<file path="src/sv/thlam_pkg.sv">
// Shared types, constants and register codes for the thermal and light alarm monitor.
package thlam_pkg;

    // Field and bus widths.
    localparam int TIME_BITS  = 32;
    localparam int ADC_W      = 10;
    localparam int TEMP_W     = 20;
    localparam int DUTY_W     = 8;
    localparam int DEB_W      = 16;
    localparam int CFG_IDX_W  = 3;
    localparam int CFG_DATA_W = 20;
    localparam int S_TDATA_W  = 56;
    localparam int M_TDATA_W  = 40;

    // Ramp divider sizing: numerator is (t - a) * 225, quotient stays below 225.
    localparam int DIFF_W    = 20;
    localparam int NUM_W     = 28;
    localparam int QUOT_W    = 8;
    localparam int DIV_STEPS = QUOT_W;
    localparam int STEP_W    = $clog2(DIV_STEPS);

    // Temperature conversion: t = raw * 500 - 51200 in Q10 Celsius.
    localparam int TEMP_SCALE  = 500;
    localparam int TEMP_OFFSET = 51200;

    // Red ramp constants.
    localparam int RAMP_MIN  = 30;
    localparam int RAMP_MAX  = 255;
    localparam int RAMP_SPAN = 225;

    // Register reset values.
    localparam int RST_TEMP_NORMAL    = 25600;
    localparam int RST_TEMP_ATTENTION = 30720;
    localparam int RST_TEMP_CRITICAL  = 35840;
    localparam int RST_LDR_DARK       = 300;
    localparam int RST_LDR_CLEAR      = 700;
    localparam int RST_DEBOUNCE       = 50;

    // Configuration register indexes.
    typedef enum logic [CFG_IDX_W-1:0] {
        REG_TEMP_NORMAL    = 3'd0,
        REG_TEMP_ATTENTION = 3'd1,
        REG_TEMP_CRITICAL  = 3'd2,
        REG_LDR_DARK       = 3'd3,
        REG_LDR_CLEAR      = 3'd4,
        REG_LDR_PULLUP     = 3'd5,
        REG_DEBOUNCE       = 3'd6
    } cfg_reg_t;

    typedef enum logic [1:0] {
        TCLS_NORMAL    = 2'd0,
        TCLS_ATTENTION = 2'd1,
        TCLS_APPROACH  = 2'd2,
        TCLS_CRITICAL  = 2'd3
    } temp_class_t;

    typedef enum logic [1:0] {
        LCLS_DARK     = 2'd0,
        LCLS_MODERATE = 2'd1,
        LCLS_CLEAR    = 2'd2
    } light_class_t;

    // Command and status between the sequencer and the ramp divider.
    typedef struct packed {
        logic              start;
        logic [NUM_W-1:0]  num;
        logic [DIFF_W-1:0] den;
    } div_cmd_t;

    typedef struct packed {
        logic              done;
        logic [QUOT_W-1:0] quot;
    } div_stat_t;

endpackage

</file>
<file path="src/sv/thermal_light_alarm_monitor.sv">
// Top level of the thermal and light alarm monitor: sequencer, classes, debounce and ports.
//
// Usage: each input transaction on the s_ channel carries one sample (temperature
// count, light count, button level, millisecond timestamp) and yields exactly one
// result transaction on the m_ channel with the Q10 temperature, the temperature
// and light classes, the LED controls, the red PWM duty and the alarm state.
// The block takes one sample at a time: s_tready is high only while the
// sequencer is idle. Each sample passes through the temperature, class and output
// states, and in the approach band below the critical limit also through the divide
// state, where the red duty comes from an 8-step restoring divider (one quotient
// bit per cycle) and its quotient is captured into the duty register. A new sample
// is not taken before the result of the last one is loaded into the output register.
// The result sits in an output register; s_tready rises again once the result
// is loaded, so a new sample is taken while the old result waits. If the
// receiver stalls with a result still held, the next finished result waits in
// the sequencer until the output register frees.
// Configuration writes on the cfg_ channel are always accepted
// and are meant for idle periods only; unknown indexes are ignored.
// Reset (aresetn low, synchronous) restores the default limits, releases the
// button debouncer, enables sound and empties the output register.
module thermal_light_alarm_monitor (
    input  logic                                aclk,
    input  logic                                aresetn,
    // Sample channel.
    input  logic                                s_tvalid,
    output logic                                s_tready,
    // tdata: temp_sample[9:0], light_sample[19:10], now_ms[51:20], zeros[55:52]
    input  logic [thlam_pkg::S_TDATA_W-1:0]     s_tdata,
    // tuser: button_level[0]
    input  logic [0:0]                          s_tuser,
    // Result channel.
    output logic                                m_tvalid,
    input  logic                                m_tready,
    // tdata: temperature_q10[19:0], temp_class[21:20], light_class[23:22],
    //        green_on[24], yellow_on[25], red_duty[33:26], buzzer_on[34],
    //        alarm_enabled[35], mute_toggled[36], zeros[39:37]
    output logic [thlam_pkg::M_TDATA_W-1:0]     m_tdata,
    // Configuration write channel.
    input  logic                                cfg_valid,
    output logic                                cfg_ready,
    input  logic [thlam_pkg::CFG_IDX_W-1:0]     cfg_index,
    input  logic [thlam_pkg::CFG_DATA_W-1:0]    cfg_data
);
    import thlam_pkg::*;

    typedef enum logic [2:0] {
        ST_IDLE,
        ST_TEMP,
        ST_CLASS,
        ST_DIV,
        ST_OUT
    } state_t;

    // Configuration registers.
    logic signed [TEMP_W-1:0] normal_lim_reg;
    logic signed [TEMP_W-1:0] atten_lim_reg;
    logic signed [TEMP_W-1:0] crit_lim_reg;
    logic [ADC_W-1:0]         dark_lim_reg;
    logic [ADC_W-1:0]         clear_lim_reg;
    logic                     pullup_reg;
    logic [DEB_W-1:0]         debounce_reg;

    // Sequencer and debounce state.
    state_t                   state_reg, state_next;
    logic                     raw_last_reg, raw_last_next;
    logic                     stable_reg, stable_next;
    logic [TIME_BITS-1:0]     last_change_reg, last_change_next;
    logic                     sound_en_reg, sound_en_next;
    logic                     toggled_reg, toggled_next;

    // Per-sample working registers.
    logic [ADC_W-1:0]         temp_raw_reg, temp_raw_next;
    logic [ADC_W-1:0]         light_reg, light_next;
    logic signed [TEMP_W-1:0] temp_reg, temp_next;
    temp_class_t              tcls_reg, tcls_next;
    light_class_t             lcls_reg, lcls_next;
    logic [DUTY_W-1:0]        duty_reg, duty_next;

    // Output register.
    logic                     m_valid_reg, m_valid_next;
    logic [M_TDATA_W-1:0]     m_data_reg, m_data_next;

    // Divider link.
    div_cmd_t                 div_cmd;
    div_stat_t                div_stat;

    // Combinational helpers.
    logic                     in_level;
    logic [TIME_BITS-1:0]     in_now;
    logic                     level_changed;
    logic [TIME_BITS-1:0]     elapsed;
    logic                     settled;
    logic signed [TEMP_W:0]   diff_ta;
    logic signed [TEMP_W:0]   diff_ca;
    temp_class_t              tcls_calc;
    logic                     dark, clear;
    logic                     alarm;

    thlam_div u_div (
        .aclk    (aclk),
        .aresetn (aresetn),
        .cmd     (div_cmd),
        .stat    (div_stat)
    );

    assign s_tready  = (state_reg == ST_IDLE);
    assign cfg_ready = 1'b1;
    assign m_tvalid  = m_valid_reg;
    assign m_tdata   = m_data_reg;

    // Input field extraction and debounce timing.
    assign in_level      = s_tuser[0];
    assign in_now        = s_tdata[2*ADC_W +: TIME_BITS];
    assign level_changed = (in_level != raw_last_reg);
    assign elapsed       = level_changed ? '0 : (in_now - last_change_reg);
    assign settled       = elapsed > TIME_BITS'(debounce_reg);

    // Ramp operands, taken one bit wider so the difference cannot overflow.
    assign diff_ta = {temp_reg[TEMP_W-1], temp_reg} - {atten_lim_reg[TEMP_W-1], atten_lim_reg};
    assign diff_ca = {crit_lim_reg[TEMP_W-1], crit_lim_reg} - {atten_lim_reg[TEMP_W-1], atten_lim_reg};

    // Temperature classes are tested in order: normal, attention, approach.
    always_comb begin
        if (temp_reg <= normal_lim_reg) begin
            tcls_calc = TCLS_NORMAL;
        end else if (temp_reg <= atten_lim_reg) begin
            tcls_calc = TCLS_ATTENTION;
        end else if (temp_reg <= crit_lim_reg) begin
            tcls_calc = TCLS_APPROACH;
        end else begin
            tcls_calc = TCLS_CRITICAL;
        end
    end

    // Light bands; polarity follows the pull-up mode bit.
    always_comb begin
        if (pullup_reg) begin
            dark  = light_reg > dark_lim_reg;
            clear = light_reg < clear_lim_reg;
        end else begin
            dark  = light_reg < dark_lim_reg;
            clear = light_reg > clear_lim_reg;
        end
    end

    assign alarm = (tcls_reg == TCLS_CRITICAL) || (lcls_reg == LCLS_DARK);

    // Divider command is issued from the classification step.
    always_comb begin
        div_cmd.start = (state_reg == ST_CLASS) && (tcls_calc == TCLS_APPROACH)
                        && (temp_reg != crit_lim_reg);
        div_cmd.num   = NUM_W'(diff_ta[DIFF_W-1:0]) * NUM_W'(RAMP_SPAN);
        div_cmd.den   = diff_ca[DIFF_W-1:0];
    end

    // Sequencer next-state logic.
    always_comb begin
        state_next       = state_reg;
        raw_last_next    = raw_last_reg;
        stable_next      = stable_reg;
        last_change_next = last_change_reg;
        sound_en_next    = sound_en_reg;
        toggled_next     = toggled_reg;
        temp_raw_next    = temp_raw_reg;
        light_next       = light_reg;
        temp_next        = temp_reg;
        tcls_next        = tcls_reg;
        lcls_next        = lcls_reg;
        duty_next        = duty_reg;
        m_valid_next     = m_valid_reg && !m_tready;
        m_data_next      = m_data_reg;

        case (state_reg)
            ST_IDLE: begin
                // Accept a sample and run the button debouncer on it.
                if (s_tvalid) begin
                    temp_raw_next = s_tdata[0 +: ADC_W];
                    light_next    = s_tdata[ADC_W +: ADC_W];
                    toggled_next  = 1'b0;
                    if (level_changed) begin
                        last_change_next = in_now;
                        raw_last_next    = in_level;
                    end
                    if (settled && (in_level != stable_reg)) begin
                        stable_next = in_level;
                        if (!in_level) begin
                            toggled_next  = 1'b1;
                            sound_en_next = !sound_en_reg;
                        end
                    end
                    state_next = ST_TEMP;
                end
            end
            ST_TEMP: begin
                // Exact Q10 conversion; the result always fits in 20 bits.
                temp_next  = $signed(TEMP_W'(temp_raw_reg) * TEMP_W'(TEMP_SCALE)
                                     - TEMP_W'(TEMP_OFFSET));
                state_next = ST_CLASS;
            end
            ST_CLASS: begin
                tcls_next = tcls_calc;
                if (dark) begin
                    lcls_next = LCLS_DARK;
                end else if (clear) begin
                    lcls_next = LCLS_CLEAR;
                end else begin
                    lcls_next = LCLS_MODERATE;
                end
                if (div_cmd.start) begin
                    state_next = ST_DIV;
                end else begin
                    // Full duty when critical or sitting exactly on the critical limit.
                    if (tcls_calc == TCLS_CRITICAL || tcls_calc == TCLS_APPROACH) begin
                        duty_next = DUTY_W'(RAMP_MAX);
                    end else begin
                        duty_next = '0;
                    end
                    state_next = ST_OUT;
                end
            end
            ST_DIV: begin
                // Quotient stays below the span, so no clamping is needed.
                if (div_stat.done) begin
                    duty_next  = DUTY_W'(RAMP_MIN) + div_stat.quot;
                    state_next = ST_OUT;
                end
            end
            ST_OUT: begin
                // Load the result once the output register is free.
                if (!m_valid_reg || m_tready) begin
                    m_valid_next = 1'b1;
                    m_data_next  = M_TDATA_W'({
                        toggled_reg,
                        sound_en_reg,
                        alarm && sound_en_reg,
                        duty_reg,
                        (tcls_reg == TCLS_ATTENTION),
                        (tcls_reg == TCLS_NORMAL),
                        lcls_reg,
                        tcls_reg,
                        temp_reg
                    });
                    state_next = ST_IDLE;
                end
            end
            default: begin
                state_next = ST_IDLE;
            end
        endcase
    end

    // State, configuration and output registers.
    always_ff @(posedge aclk) begin
        if (!aresetn) begin
            state_reg       <= ST_IDLE;
            raw_last_reg    <= 1'b1;
            stable_reg      <= 1'b1;
            last_change_reg <= '0;
            sound_en_reg    <= 1'b1;
            m_valid_reg     <= 1'b0;
            normal_lim_reg  <= TEMP_W'(RST_TEMP_NORMAL);
            atten_lim_reg   <= TEMP_W'(RST_TEMP_ATTENTION);
            crit_lim_reg    <= TEMP_W'(RST_TEMP_CRITICAL);
            dark_lim_reg    <= ADC_W'(RST_LDR_DARK);
            clear_lim_reg   <= ADC_W'(RST_LDR_CLEAR);
            pullup_reg      <= 1'b0;
            debounce_reg    <= DEB_W'(RST_DEBOUNCE);
        end else begin
            state_reg       <= state_next;
            raw_last_reg    <= raw_last_next;
            stable_reg      <= stable_next;
            last_change_reg <= last_change_next;
            sound_en_reg    <= sound_en_next;
            m_valid_reg     <= m_valid_next;
            // Configuration write transaction.
            if (cfg_valid) begin
                case (cfg_index)
                    REG_TEMP_NORMAL:    normal_lim_reg <= cfg_data[TEMP_W-1:0];
                    REG_TEMP_ATTENTION: atten_lim_reg  <= cfg_data[TEMP_W-1:0];
                    REG_TEMP_CRITICAL:  crit_lim_reg   <= cfg_data[TEMP_W-1:0];
                    REG_LDR_DARK:       dark_lim_reg   <= cfg_data[ADC_W-1:0];
                    REG_LDR_CLEAR:      clear_lim_reg  <= cfg_data[ADC_W-1:0];
                    REG_LDR_PULLUP:     pullup_reg     <= cfg_data[0];
                    REG_DEBOUNCE:       debounce_reg   <= cfg_data[DEB_W-1:0];
                    default: begin
                    end
                endcase
            end
        end
        toggled_reg  <= toggled_next;
        temp_raw_reg <= temp_raw_next;
        light_reg    <= light_next;
        temp_reg     <= temp_next;
        tcls_reg     <= tcls_next;
        lcls_reg     <= lcls_next;
        duty_reg     <= duty_next;
        m_data_reg   <= m_data_next;
    end

endmodule

</file>
<file path="src/sv/thlam_div.sv">
// Restoring divider for the red ramp, one quotient bit per cycle.
module thlam_div (
    input  logic                 aclk,
    input  logic                 aresetn,
    input  thlam_pkg::div_cmd_t  cmd,
    output thlam_pkg::div_stat_t stat
);
    import thlam_pkg::*;

    logic              busy_reg, busy_next;
    logic              done_reg, done_next;
    logic [STEP_W-1:0] step_reg, step_next;
    logic [NUM_W-1:0]  rem_reg, rem_next;
    logic [NUM_W-1:0]  dsh_reg, dsh_next;
    logic [QUOT_W-1:0] quot_reg, quot_next;
    logic              fits;

    // One compare and subtract against the shifted divisor per step.
    always_comb begin
        fits      = rem_reg >= dsh_reg;
        busy_next = busy_reg;
        done_next = 1'b0;
        step_next = step_reg;
        rem_next  = rem_reg;
        dsh_next  = dsh_reg;
        quot_next = quot_reg;
        if (cmd.start) begin
            busy_next = 1'b1;
            step_next = STEP_W'(DIV_STEPS - 1);
            rem_next  = cmd.num;
            dsh_next  = NUM_W'({cmd.den, (QUOT_W - 1)'(0)});
            quot_next = '0;
        end else if (busy_reg) begin
            if (fits) begin
                rem_next = rem_reg - dsh_reg;
            end
            quot_next = {quot_reg[QUOT_W-2:0], fits};
            dsh_next  = dsh_reg >> 1;
            step_next = step_reg - STEP_W'(1);
            if (step_reg == '0) begin
                busy_next = 1'b0;
                done_next = 1'b1;
            end
        end
    end

    // Control state is reset; the datapath registers are not.
    always_ff @(posedge aclk) begin
        if (!aresetn) begin
            busy_reg <= 1'b0;
            done_reg <= 1'b0;
            step_reg <= '0;
        end else begin
            busy_reg <= busy_next;
            done_reg <= done_next;
            step_reg <= step_next;
        end
        rem_reg  <= rem_next;
        dsh_reg  <= dsh_next;
        quot_reg <= quot_next;
    end

    assign stat.done = done_reg;
    assign stat.quot = quot_reg;

endmodule
</file>
<file path="config.mk">
export PLATFORM = sky130hd
export DESIGN_NAME = thermal_light_alarm_monitor
export DESIGN_NICKNAME = d
export VERILOG_FILES = /design/src/sv/thlam_pkg.sv /design/src/sv/thermal_light_alarm_monitor.sv /design/src/sv/thlam_div.sv
export SDC_FILE = /design/constraint.sdc
export NUM_CORES = 1
export LEC_CHECK = 0
export BUFFER_PORTS_ARGS = -buffer_cell sky130_fd_sc_hd__buf_2
export CORE_UTILIZATION = 50
export DETAILED_ROUTE_END_ITERATION = 12
export PLACE_DENSITY_LB_ADDON = 0.05
export SLEW_MARGIN = 40
export SYNTH_ARGS = -nofsm -noshare
export SYNTH_HDL_FRONTEND = slang
export SYNTH_SLANG_ARGS = --single-unit
</file>
<file path="constraint.sdc">
create_clock -name aclk -period 7.4 [get_ports aclk]
set_clock_uncertainty 0.2 [all_clocks]
set_input_delay 0.37 -clock aclk [delete_from_list [all_inputs] [get_ports aclk]]
set_output_delay 0.37 -clock aclk [all_outputs]
set_load 0.02 [all_outputs]
</file>
==> impl_results.md, run 1 <==
* Run status: finished clean
* Post-CTS Setup Inserts at 0
* Core area at 43200 sq um
* Async set-reset flop share out of synthesis at 0%
* Chip Width at 211 um
* Root Driver: clkbuf_16
* Gate Count Post-Synth at 2456
* Crit path required time at 7.47 ns
* Setup crit start kind: flop
* Arr. time, crit path at 6.85 ns
* Most Frequent Cell on Critical Path: ha_1
* Bufs on Longest Clock Path at 3
* Post-synthesis register bit count at 290
* Buf/Inv on CP at 2
* CP endpoint kind: flop
* Initial antenna violation count at 5
* Max cap viols at 0
* Most frequent cell after synthesis: nand2_1
* Gr usage total at 24.5%
* Pre-CTS setup slack at 0.650 ns
* Number of fill cells at 3865
* Slowest stage cell, crit path: fa_1
* Vias at 17530
* Most common library cells after synthesis: nand2_1 (339), ha_1 (291), inv_1 (289)
* Sequential share of the synthesized area at 32.6%
* Post-synth cell types at 83
* Clock slew at reported path FFs at 0.06 ns
* Buffers added on ports at 117
* Final hold slack at 0.0433 ns
* EDFF count, synth at 134
* Io pins at 128
* Initial DRT Pass Iterations at 5
* Hold crit path type: primary input to flop
* Max Fclk at 147 MHz
* Cell family with most CP delay: compound AO/OA/AOI/OAI gates
* Worst Min Path Start: cfg_index[2]
* Worst setup margin at 0.616 ns
* First-pass GRT wire length at 87.1 mm
* Tcrit/Tclk final at 91.7%
* CP max stage delay at 0.50 ns
* Chip Height at 211 um
* Final hold vios at 0
* Hpwl dp at 41.3 mm
* CTS tree: yes
* CP Launch Point: temp_reg[2]
* Synth area leader: edfxtp_1
* Largest net degree at the start of global routing at 121
* DRT iter0 DRCs at 957
* Hold-fix buffer count after cts at 98
* CP max FO at 5
* Ranking of synthesized cells by area: edfxtp_1 (18%), ha_1 (17%), dfxtp_1 (14%)
* Worst relative slew slack at 39.5%
* Syn Area/Cell at 8.92 sq um
* Rows at 76
* Setup TNS at 0 ns
* Setup violators final at 0
* Layout cells sized above 1 at 8.74%
* Sink Count at 290
* Vias in the first global route at 17308
* R2R Path Start: temp_reg[2]
* Worst-Margin Slew at 0.898 ns
* Crit path kind: flop to flop
* Max Slew Vio Count at 0
* Routability cong. at 0.871
* Initial Util at 50.7%
* Post-CTS sizing at 0
* WL/cell at 16.6 um
* Yosys warning total at 0
* Largest register FFs at 35
* CTS buffer count at 37
* Synthesis-to-layout area growth at 15.5%
* Top_reg_cell synth: dfxtp_1
* Placed cell areas at 23000 sq um
* Routed wire length at 54.2 mm
* Top cell type's share of synthesized area at 18.4%
* H-tree depth at 2
* Gr ovfl total at 0
* Clk_lat worst skew at 0.55 ns
* Vias/cell at 5.37
* Unrepaired setup endpoints after global routing: false
* Die area at 44700 sq um
* Fin crit period at 6.78 ns
* Final net count at 3079
* Post-route ant nets at 0
* Post-route DRC at 0
* Final Cell Area at 25300 sq um
* Post-synthesis cell area at 21900 sq um
-- worst reg2reg max path, stage by stage, from the launching register on --
cell and delay, ns:
edfxtp_1 0.49, ha_1 0.39, nor3b_1 0.17, o21ai_1 0.25
a21o_1 0.18, a21boi_0 0.08, o21ai_0 0.24, a21oi_1 0.15
o31ai_1 0.30, a21boi_0 0.16, nor2_1 0.43, xor2_1 0.20
ha_1 0.26, ha_1 0.28, inv_1 0.05, fa_1 0.50
inv_1 0.04, ha_1 0.29, ha_1 0.35, or2_2 0.29
a21oi_1 0.21, a311oi_1 0.10, o21ai_0 0.23, a21boi_0 0.18
o21a_1 0.22, xnor2_1 0.12, nor2_1 0.10, a21oi_1 0.05
-- layout by cell type, fill, tap and decap left out, types with 28 or more instances in the layout --
master and instances:
nand2_1 338, fa_1 55, dlygate4sd3_1 98, a21boi_0 118, clkbuf_16 40, nand4_1 32
buf_2 116, inv_1 288, a21o_1 69, o21ai_0 89, nor2_1 122, edfxtp_1 134
ha_1 291, o21a_1 28, nand3_1 50, o211ai_1 33, xor2_1 51, a21oi_1 135
dfxtp_1 155, xnor2_1 76
-- cell type report --
type / instances / area, sq um / share of cell area [%]
multi-input combinational: 1803 / 13400 / 52.9
sequential: 290 / 7150 / 28.2
timing repair buffer: 227 / 1680 / 6.65
inverter: 289 / 1080 / 4.29
clock buffer: 43 / 1020 / 4.04
tap: 585 / 732 / 2.89
clock inverter: 25 / 245 / 0.969
antenna: 5 / 12.5 / 0.0494
-- worst paths after layout --
kind,endpoint,slack (ns),depth (start not counted)
worst max-delay path,u_div.rem_reg[27],0.62,27
worst min-delay path,pullup_reg,0.04,4
worst max register to register,u_div.rem_reg[27],0.62,27
worst min register to register,m_tdata[26],0.22,0
-- logic make-up after synthesis --
group | count (synthesis) | synth area share (%)
compound gates | 597 | 18.3
xor+xnor | 127 | 5.08
fa+ha+maj | 347 | 21.7
buf+inv | 367 | 6.53
flops | 290 | 32.6
mux | 24 | 1.11
other cells | 2 | 0.0343
simple gates | 702 | 14.6
-- metal layers --
metal	track usage [%]	wire length, um	vias up
met3	4.36	2180	93
met1	32.0	25000	8227
met2	40.7	25300	287
li1	-	-	8921
met4	8.15	1660	2
met5	0	8	-
-- stage by stage --
step	util (%)	std cells
2_1_floorplan	-	2460
3_3_place_gp	53.3	3095
3_5_place_dp	53.4	3096
4_1_cts	58.6	3262
5_1_grt	58.6	3266
6_report	58.6	3267
Power of run 1 is not shown: default switching activity piles up to over one toggle a cycle in this logic, so the estimate is an artifact.
==> run 2, diff against run 1 <==
--- a/config.mk
+++ b/config.mk
@@ -12,4 +12,5 @@
 export SLEW_MARGIN = 40
 export SYNTH_ARGS = -nofsm -noshare
 export SYNTH_HDL_FRONTEND = slang
+export SYNTH_HIERARCHICAL = 1
 export SYNTH_SLANG_ARGS = --single-unit
==> run 2 against run 1 <==
Cell area rose by 0.71%. First-iteration DRC count fell by 5.7%. Global-route usage barely moved.
==> impl_results.md, run 2 <==
* Run status: finished clean
* Top cell type's share of synthesized area at 18.1%
* Post-synthesis register bit count at 290
* Gr usage total at 24.5%
* Routed wire length at 54.8 mm
* Clk_lat worst skew at 0.55 ns
* Hpwl dp at 41.8 mm
* Buf/Inv on CP at 2
* Io pins at 128
* DRT iter0 DRCs at 902
* Final net count at 3103
* Vias in the first global route at 17702
* Worst reg2reg setup slack at 0.36 ns
* Routability cong. at 0.869
* Vias/cell at 5.44
* Hold crit path type: primary input to flop
* Commonest non-fill, non-tap cell in the layout: nand2_1
* Largest register FFs at 35
* Largest net degree at the start of global routing at 114
* Most common library cells after synthesis: nand2_1 (369), ha_1 (290), inv_1 (287)
* CP max FO at 7
* EDFF count, synth at 134
* Bufs on Longest Clock Path at 3
* R2R Path Start: temp_reg[2]
* Worst relative slew slack at 48.8%
* Buffers added on ports at 117
* Post-synth cell types at 90
* Worst-Margin Slew at 0.763 ns
* Most frequent cell after synthesis: nand2_1
* Crit path kind: flop to flop
* Setup violators final at 0
* Arr. time, crit path at 7.11 ns
* Ranking of synthesized cells by area: edfxtp_1 (18%), ha_1 (16%), dfxtp_1 (14%)
* Root Driver: clkbuf_16
* Yosys warning total at 6
* Chip Width at 213 um
* Gr ovfl total at 0
* Unrepaired setup endpoints after global routing: false
* Synthesis-to-layout area growth at 14.4%
* Synth area leader: edfxtp_1
* CP max stage delay at 0.61 ns
* Critical Path End: u_div/rem_reg[27]
* Top_reg_cell synth: dfxtp_1
* Initial Util at 51.2%
* Tcrit/Tclk final at 95.1%
* Chip Height at 213 um
* Post-synthesis cell area at 22300 sq um
* Post-route DRC at 0
* Layout cells sized above 1 at 9.11%
* R2R depth at 26
* Cell family with most CP delay: compound AO/OA/AOI/OAI gates
* Syn Area/Cell at 8.92 sq um
* Initial DRT Pass Iterations at 5
* Initial antenna violation count at 4
* Max Fclk at 142 MHz
* Rows at 76
* Clock slew at reported path FFs at 0.07 ns
* CP Launch Point: temp_reg[2]
* Slowest stage cell, crit path: a2111oi_0
* R2R Path End: u_div/rem_reg[27]
* Number of fill cells at 3953
* Max Slew Vio Count at 0
* First-pass GRT wire length at 88.6 mm
* Async set-reset flop share out of synthesis at 0%
* Die area at 45400 sq um
* Sequential share of the synthesized area at 32.1%
* Vias at 17878
* Hold path depth at 2
* H-tree depth at 2
* Most frequent cells in the layout: nand2_1 (369), ha_1 (290), inv_1 (287), dfxtp_1 (156), edfxtp_1 (134)
* Setup crit start kind: flop
* Core area at 43600 sq um
* Post-route ant nets at 0
* CTS tree: yes
* Sink Count at 290
* Worst path depth at 26
* Setup TNS at 0 ns
* WL/cell at 16.7 um
* CTS buffer count at 36
* Fin crit period at 7.04 ns
* Crit path required time at 7.47 ns
* Final hold vios at 0
* Max cap viols at 0
* Gate Count Post-Synth at 2499
* CP endpoint kind: flop
[run 2: through the flow]
step	worst slack (ns)	util (%)	cell area, sq um	hold WS (ns)	std cells
after floorplan	1.24	-	22300	0.200	2503
after global placement	0.598	53.9	23500	0.207	3146
after detailed placement	0.494	53.9	23500	0.207	3147
after CTS	0.474	58.4	25500	0.0114	3285
after global routing	0.00380	58.5	25500	0.0443	3288
final	0.360	58.5	25500	0.0375	3288
[run 2: kinds of logic (layout without fill, tap and decap cells)]
kind of cell | after synthesis | count (layout) | share of synthesized area [%]
mux | 29 | 29 | 1.33
simple gates | 739 | 739 | 15.3
other cells | 2 | 9 | 0.0337
compound gates | 596 | 596 | 18.5
xor+xnor | 131 | 131 | 5.15
flops | 290 | 290 | 32.1
buf+inv | 364 | 561 | 6.35
fa+ha+maj | 348 | 348 | 21.3
[run 2: how the worst min path moves through the flow]
stage / startpoint / end / slack (ns)
floorplan: duty_reg[0] / m_tdata[26] / 0.20
global placement: toggled_reg / m_tdata[36] / 0.21
detailed placement: duty_reg[5] / m_tdata[31] / 0.21
CTS: aresetn / state_reg[1] / 0.01
global route: aresetn / state_reg[1] / 0.04
finish: aresetn / state_reg[1] / 0.04
[run 2: worst reg2reg max path, stage by stage (launching register included)]
cell       delay [ns]
edfxtp_1         0.41
ha_1             0.38
a21o_1           0.21
a21oi_1          0.23
o21bai_1         0.12
a2111oi_0        0.61
or2_2            0.25
o21ai_0          0.09
a21oi_1          0.25
xnor2_1          0.39
xnor2_1          0.23
xnor2_1          0.17
ha_1             0.31
inv_1            0.05
fa_1             0.52
inv_1            0.04
ha_1             0.29
ha_1             0.37
nand3_1          0.10
nand2_1          0.05
a41oi_1          0.30
a31oi_1          0.18
a41o_1           0.29
o41ai_1          0.33
xnor2_1          0.16
a21oi_1          0.18
a211oi_1         0.06
[run 2: per-layer routing]
layer	global-route usage [%]	vias to the layer above	share of wire [%]
met2	42.1	278	47
met4	8.29	2	2.9
li1	-	9062	-
met5	0	-	0.018
met1	31.5	8444	47
met3	3.28	92	3.2
[run 2: repair_timing]
action / 4_1_cts / 5_1_grt
endpoints found under the setup margin: 0 / 2
buffers inserted: 0 / 0
hold buffers: 74 / 0
hold endpoints to repair: 144 / 0
resized for setup: 0 / 1
[run 2: final cells by class]
type / count / area, sq um / area share [%]
Antenna cell: 3 / 7.51 / 0.0295
Clock buffer: 49 / 1040 / 4.07
Clock inverter: 15 / 191 / 0.751
Inverter: 287 / 1080 / 4.23
Multi-Input combinational cell: 1849 / 13800 / 54.2
Sequential cell: 290 / 7150 / 28.0
Tap cell: 585 / 732 / 2.87
Timing Repair Buffer: 210 / 1490 / 5.84
Power of run 2 is left out for the same reason.
